[src/rtl/lrc_pkg.sv]
// ----------------------------------------------------------------------------
// lrc_pkg: shared types and constants for the lidar return converter
// Widths, fixed-point constants, series divisors and pipeline payload types.
// ----------------------------------------------------------------------------
package lrc_pkg;

   // fraction bits of the trig magnitudes
   localparam int TRIG_FRAC_BITS = 16;
   localparam int TRIG_W         = TRIG_FRAC_BITS + 1;

   localparam int DIST_W  = 17;           // range in mm, 2 * count
   localparam int AZ_W    = 16;           // raw azimuth code
   localparam int QR_W    = 14;           // azimuth within a quadrant
   localparam int ANG_W   = 13;           // folded angle, 0..4500
   localparam int T_W     = 32;           // angle in radians, Q32
   localparam int P_W     = 33;           // series partial value, Q32 up to one
   localparam int H_W     = DIST_W + 8;   // horizontal range, 8 fraction bits
   localparam int MAG_W   = DIST_W;       // output magnitude before offset
   localparam int OFF_W   = 18;
   localparam int POS_W   = 19;
   localparam int LANES   = 4;
   localparam int CELLS   = 5;
   localparam int STEP_W  = 3;
   localparam int DIV_W   = 7;
   localparam int PIPE_DEPTH = 3 + 3 * CELLS + 4;
   localparam int FLIGHT_W   = 5;

   localparam logic [P_W-1:0]  Q32_ONE    = 33'h1_0000_0000;
   localparam logic [19:0]     DEG_TO_RAD = 20'd749613;
   localparam logic [AZ_W-1:0] AZ_FULL    = 16'd36000;
   localparam logic [AZ_W-1:0] AZ_Q1      = 16'd9000;
   localparam logic [AZ_W-1:0] AZ_Q2      = 16'd18000;
   localparam logic [AZ_W-1:0] AZ_Q3      = 16'd27000;
   localparam logic [QR_W-1:0] QUARTER    = 14'd9000;
   localparam logic [QR_W-1:0] OCTANT     = 14'd4500;

   localparam logic [POS_W:0] POS_MAX = 20'sd262143;
   localparam logic [POS_W:0] POS_MIN = -20'sd262144;

   // lanes of the series chain
   localparam int LANE_EL_SIN = 0;
   localparam int LANE_EL_COS = 1;
   localparam int LANE_AZ_SIN = 2;
   localparam int LANE_AZ_COS = 3;

   // Horner divisors per step; zero leaves the lane untouched
   localparam logic [DIV_W-1:0] SIN_DIV [CELLS] = '{7'd0, 7'd72, 7'd42, 7'd20, 7'd6};
   localparam logic [DIV_W-1:0] COS_DIV [CELLS] = '{7'd90, 7'd56, 7'd30, 7'd12, 7'd2};

   // floor(2^32 / d): quotient estimate is exact or one low
   localparam logic [31:0] SIN_RCP [CELLS] = '{
      32'd0,
      32'(64'h1_0000_0000 / 72),
      32'(64'h1_0000_0000 / 42),
      32'(64'h1_0000_0000 / 20),
      32'(64'h1_0000_0000 / 6)
   };
   localparam logic [31:0] COS_RCP [CELLS] = '{
      32'(64'h1_0000_0000 / 90),
      32'(64'h1_0000_0000 / 56),
      32'(64'h1_0000_0000 / 30),
      32'(64'h1_0000_0000 / 12),
      32'(64'h1_0000_0000 / 2)
   };

   // vertical angle magnitude per channel, hundredths of a degree
   localparam logic [ANG_W-1:0] ELEV_HUND [16] = '{
      13'd1500, 13'd100, 13'd1300, 13'd300, 13'd1100, 13'd500, 13'd900, 13'd700,
      13'd700, 13'd900, 13'd500, 13'd1100, 13'd300, 13'd1300, 13'd100, 13'd1500
   };

   typedef enum logic [1:0] {
      CSR_OFFSET_X = 2'd0,
      CSR_OFFSET_Y = 2'd1,
      CSR_OFFSET_Z = 2'd2
   } csr_index_type;

   typedef struct packed {
      logic [DIST_W-1:0] range_mm;
      logic [1:0]        quad;
      logic              swap;
      logic              el_neg;
      logic [T_W-1:0]    t_el;
      logic [T_W-1:0]    t_az;
   } side_type;

   typedef struct packed {
      side_type                  side;
      logic [T_W-1:0]            x2_el;
      logic [T_W-1:0]            x2_az;
      logic [LANES-1:0][P_W-1:0] p;
   } work_type;

endpackage

[src/rtl/lrc_front.sv]
// ----------------------------------------------------------------------------
// lrc_front: request decode and angle preparation
// Unpacks the request, wraps and folds the azimuth, looks up the elevation,
// converts both angles to radians and squares them.
// ----------------------------------------------------------------------------
module lrc_front import lrc_pkg::*; (
   input  logic           clock,
   input  logic           reset,
   input  logic           in_valid,
   output logic           in_ready,
   input  logic [7:0]     distance_low,
   input  logic [7:0]     distance_high,
   input  logic [7:0]     azimuth_low,
   input  logic [7:0]     azimuth_high,
   input  logic [3:0]     channel,
   output logic           out_valid,
   input  logic           out_ready,
   output work_type       out_work
);

   logic              s0_valid_ff, s1_valid_ff, s2_valid_ff;
   logic              s0_ready, s1_ready, s2_ready;
   side_type          s0_side_ff, s0_side_in;
   logic [ANG_W-1:0]  s0_r_az_ff, s0_r_az_in;
   logic [ANG_W-1:0]  s0_r_el_ff;
   side_type          s1_side_ff, s1_side_in;
   work_type          s2_work_ff, s2_work_in;

   logic [AZ_W-1:0]   az_code, az_wrap;
   logic [QR_W-1:0]   az_rem;
   logic [2*T_W-1:0]  sq_el, sq_az;

   // stall chain
   assign s2_ready = !s2_valid_ff || out_ready;
   assign s1_ready = !s1_valid_ff || s2_ready;
   assign s0_ready = !s0_valid_ff || s1_ready;
   assign in_ready = s0_ready;

   // decode, wrap and fold the azimuth into the first octant
   always_comb begin
      az_code = {azimuth_high, azimuth_low};
      az_wrap = (az_code >= AZ_FULL) ? az_code - AZ_FULL : az_code;
      s0_side_in = '0;
      s0_side_in.range_mm = {distance_high, distance_low, 1'b0};
      s0_side_in.el_neg = ~channel[0];
      if (az_wrap >= AZ_Q3) begin
         s0_side_in.quad = 2'd3;
         az_rem = QR_W'(az_wrap - AZ_Q3);
      end else if (az_wrap >= AZ_Q2) begin
         s0_side_in.quad = 2'd2;
         az_rem = QR_W'(az_wrap - AZ_Q2);
      end else if (az_wrap >= AZ_Q1) begin
         s0_side_in.quad = 2'd1;
         az_rem = QR_W'(az_wrap - AZ_Q1);
      end else begin
         s0_side_in.quad = 2'd0;
         az_rem = QR_W'(az_wrap);
      end
      s0_side_in.swap = (az_rem > OCTANT);
      s0_r_az_in = s0_side_in.swap ? ANG_W'(QUARTER - az_rem) : ANG_W'(az_rem);
   end

   // radians in Q32
   always_comb begin
      s1_side_in = s0_side_ff;
      s1_side_in.t_el = T_W'(s0_r_el_ff * DEG_TO_RAD);
      s1_side_in.t_az = T_W'(s0_r_az_ff * DEG_TO_RAD);
   end

   // squares, series start at one
   always_comb begin
      sq_el = s1_side_ff.t_el * s1_side_ff.t_el;
      sq_az = s1_side_ff.t_az * s1_side_ff.t_az;
      s2_work_in.side  = s1_side_ff;
      s2_work_in.x2_el = sq_el[2*T_W-1:T_W];
      s2_work_in.x2_az = sq_az[2*T_W-1:T_W];
      for (int l = 0; l < LANES; l++) begin
         s2_work_in.p[l] = Q32_ONE;
      end
   end

   always_ff @(posedge clock) begin
      if (reset) begin
         s0_valid_ff <= 1'b0;
         s1_valid_ff <= 1'b0;
         s2_valid_ff <= 1'b0;
      end else begin
         if (s0_ready) s0_valid_ff <= in_valid;
         if (s1_ready) s1_valid_ff <= s0_valid_ff;
         if (s2_ready) s2_valid_ff <= s1_valid_ff;
      end
   end

   always_ff @(posedge clock) begin
      if (s0_ready) begin
         s0_side_ff <= s0_side_in;
         s0_r_az_ff <= s0_r_az_in;
         s0_r_el_ff <= ELEV_HUND[channel];
      end
      if (s1_ready) s1_side_ff <= s1_side_in;
      if (s2_ready) s2_work_ff <= s2_work_in;
   end

   assign out_valid = s2_valid_ff;
   assign out_work  = s2_work_ff;

endmodule

[config.mk]
export PLATFORM = sky130hd
export DESIGN_NAME = lrc_front
export DESIGN_NICKNAME = d
export VERILOG_FILES = /design/src/rtl/lrc_pkg.sv /design/src/rtl/lrc_front.sv
export SDC_FILE = /design/constraint.sdc
export NUM_CORES = 2
export LEC_CHECK = 0
export CAP_MARGIN = 20
export CORE_MARGIN = 2
export CORE_UTILIZATION = 50
export CTS_CLUSTER_SIZE = 25
export DETAILED_ROUTE_END_ITERATION = 16
export DONT_BUFFER_PORTS = 1
export PLACE_DENSITY_LB_ADDON = 0.05
export SYNTH_ARGS = -nofsm -noshare
export SYNTH_HDL_FRONTEND = slang
export SYNTH_SLANG_ARGS = --single-unit
[constraint.sdc]
create_clock -name clock -period 11 [get_ports clock]
set_input_delay 2.2 -clock clock [delete_from_list [all_inputs] [get_ports clock]]
set_output_delay 2.2 -clock clock [all_outputs]
set_load 0.03 [all_outputs]
==> metrics.cfg <==
[clock_network]
tritoncts = done
path_clk_slew_ns = 0.06
cts_max_level = 2
cts_resized = 0
ctsHoldBuffers = 0
numCtsBuffers = 39
root_buffer = clkbuf_16
post-cts-setup-buffers = 0
cts_buffer_depth = 3
clock-sinks = 270
clock_latency_ns = 0.64

[yosys]
synthMostInstantiatedCell = inv_1
synth_cells = 6972
async_flop_share = 0
yosysTopAreaCellShare = 0.452
avgSynthCellArea_um2 = 10.1
synth_cell_types = 91
yosys.area.top_type = fa_1
netlist_top_cells_area = fa_1, ha_1, edfxtp_1
synth-edff-count = 267
ys.flop_type = edfxtp_1
synth.top_cells.by_count = inv_1, fa_1, ha_1
ys_ff_latch = 270
yosysSeqAreaShare = 0.115
netlist_area_mm2 = 0.0701
ys_warn_count = 0

[run]
cap_violations = 0

[floorplanning]
dieArea_mm2 = 0.143
die_h_um = 378
initial_utilization = 0.503
pin_count = 323
core_area_mm2 = 0.139
die_w_um = 378
num_rows = 137

[global_routing]
grt_pass1_wl_um = 292000
grt_usage = 0.271
use_met2 = 0.453
grt-busiest-layer = met2
use_met1 = 0.368
grt.met3_usage = 0.0395
grt_pass1_vias = 50000
grt_max_degree = 95
grt_antenna_before_repair = 4
grt_overflow = 0

[status]
outcome = completed

[routing]
drtAntennaViolNets = 0
dr.pass1.iters = 7
wl_per_cell_um = 20.7
wl_um = 183000
viasPerCell = 5.03
route.detailed.drc = 0
num_vias = 44500
dr.first_iter.drc_count = 2382

[critical_path]
slowest_delay_ns = 0.61
worstSetupStartpointType = register
critPathKind = register to register
end_kind = register
required_ns = 11.38
worstPathArrival_ns = 10.39
critical_path.most_common_cell = fa_1
cpMaxStageDelayCell = clkinv_1
cp_max_fo = 14

[sta]
rsz0062_at_grt = false
timing.final.crit_share = 0.910
fin_crit_ns = 10.01
fin_tns_setup_ns = 0
fmax_mhz = 99.9
slew_viol_final = 0
skew_ns = 0.0384
worstMarginPinSlew_ns = 1.13
setup_violations = 0
hold_ws_ns = 0.415
slew_headroom = 0.247
hold_viol = 0

[layout]
nFillCells = 12900
final-seq-area_mm2 = 0.00808
final_layout_size_suffix_gt1_frac = 0.0333
syn2layout_area_growth_pct = 4.55
multi_input_area_mm2 = 0.0529
fin_util = 0.526
layout.nets = 9366

[placed_design]
place_congestion = 0.879
port_buffers = 0
dp_hpwl_um = 152000

[hold_path]
hold_class = register to register

==> final cells by class <==
| cell class | instances | area share |
|---|---|---|
| Antenna cell | 1 | 0.0000341 |
| Clock buffer | 42 | 0.0135 |
| Clock inverter | 29 | 0.00399 |
| Inverter | 2106 | 0.108 |
| Multi-Input combinational cell | 4409 | 0.721 |
| Sequential cell | 270 | 0.110 |
| Tap cell | 1876 | 0.0320 |
| Timing Repair Buffer | 106 | 0.0110 |
==> critical path, delay by kind of cell, from the launching register on <==
kind	cells	cell delay (ns)
AOI/OAI and AO/OA	10	3.38
xor gates and xnor gates	1	0.13
adders and majority gates	9	4.42
buffers and inverters	5	0.89
DFF	1	0.35
and+or+nand+nor	2	0.56
==> layer usage <==
metal,vias up,routed length [µm],share of wire
met2,1079,88400,0.48
met1,22900,79500,0.43
li1,20300,-,-
met5,-,30,0.00016
met4,4,5300,0.029
met3,257,10000,0.055
==> placed cells by master, fill, tap and decap left out, types with 7 or more instances in the layout <==
master,Yosys,final
a211o_1,7,7
a211oi_1,14,14
a21boi_0,8,8
a21o_1,52,52
a21oi_1,96,96
a31o_2,14,14
a31oi_1,19,19
and2_1,297,297
and3_1,14,14
and4_1,7,7
buf_4,141,104
clkbuf_16,0,39
clkinv_1,11,18
clkinv_2,0,7
conb_1,2,136
edfxtp_1,267,267
fa_1,1582,1582
ha_1,812,812
inv_1,2089,2087
nand2_1,517,516
nand2b_1,16,16
nand3_1,27,27
nand4_1,9,9
nor2_1,286,286
nor2b_1,28,28
nor3_1,34,34
o211ai_1,10,10
o21a_1,28,28
o21ai_0,45,45
o21ai_1,8,8
o21bai_1,13,13
o31ai_1,8,8
or2_2,17,17
or3_1,10,10
xnor2_1,116,116
xor2_1,75,75
==> sequential cells by signal (all words and copies together) (netlist names) <==
signal       cells
s1_valid_ff      1
s0_valid_ff      1
s0_r_az_ff      13
s0_r_el_ff       8
out_work       145
s0_side_ff      20
out_valid        1
s1_side_ff      81
==> through the flow <==
| step | area, µm² | setup slack [ns] | std cells |
|---|---|---|---|
| 3_3_place_gp | 72000 | 1.05 | 8766 |
| 5_1_grt | 73300 | 0.368 | 8838 |
| 3_5_place_dp | 72000 | 0.897 | 8766 |
| 6_report | 73300 | 0.992 | 8839 |
| 4_1_cts | 73300 | 0.930 | 8837 |
| 2_1_floorplan | 70600 | 2.53 | 7106 |
==> worst paths after layout <==
kind | cells past startpoint | to | from | slack [ns]
setup / recovery | 27 | out_work[195] | s1_side_ff[51] | 0.99
hold / removal | 0 | out_work[266] | s1_side_ff[70] | 0.42
setup reg to reg | 27 | out_work[195] | s1_side_ff[51] | 0.99
hold reg to reg | 0 | out_work[266] | s1_side_ff[70] | 0.42
==> logic make-up after synthesis <==
| kind of cell | count (synthesis) | share of synthesized area |
|---|---|---|
| xor gates and xnor gates | 191 | 0.0239 |
| AOI/OAI and AO/OA | 399 | 0.0398 |
| DFF | 270 | 0.115 |
| adders and majority gates | 2394 | 0.597 |
| other | 2 | 0.000107 |
| and+or+nand+nor | 1279 | 0.0851 |
| buffers and inverters | 2427 | 0.138 |
| muxes | 10 | 0.00150 |
Power is left out: the tool's default activity adds up to more than one toggle a clock period on the data nets, which glitch-free logic cannot reach.
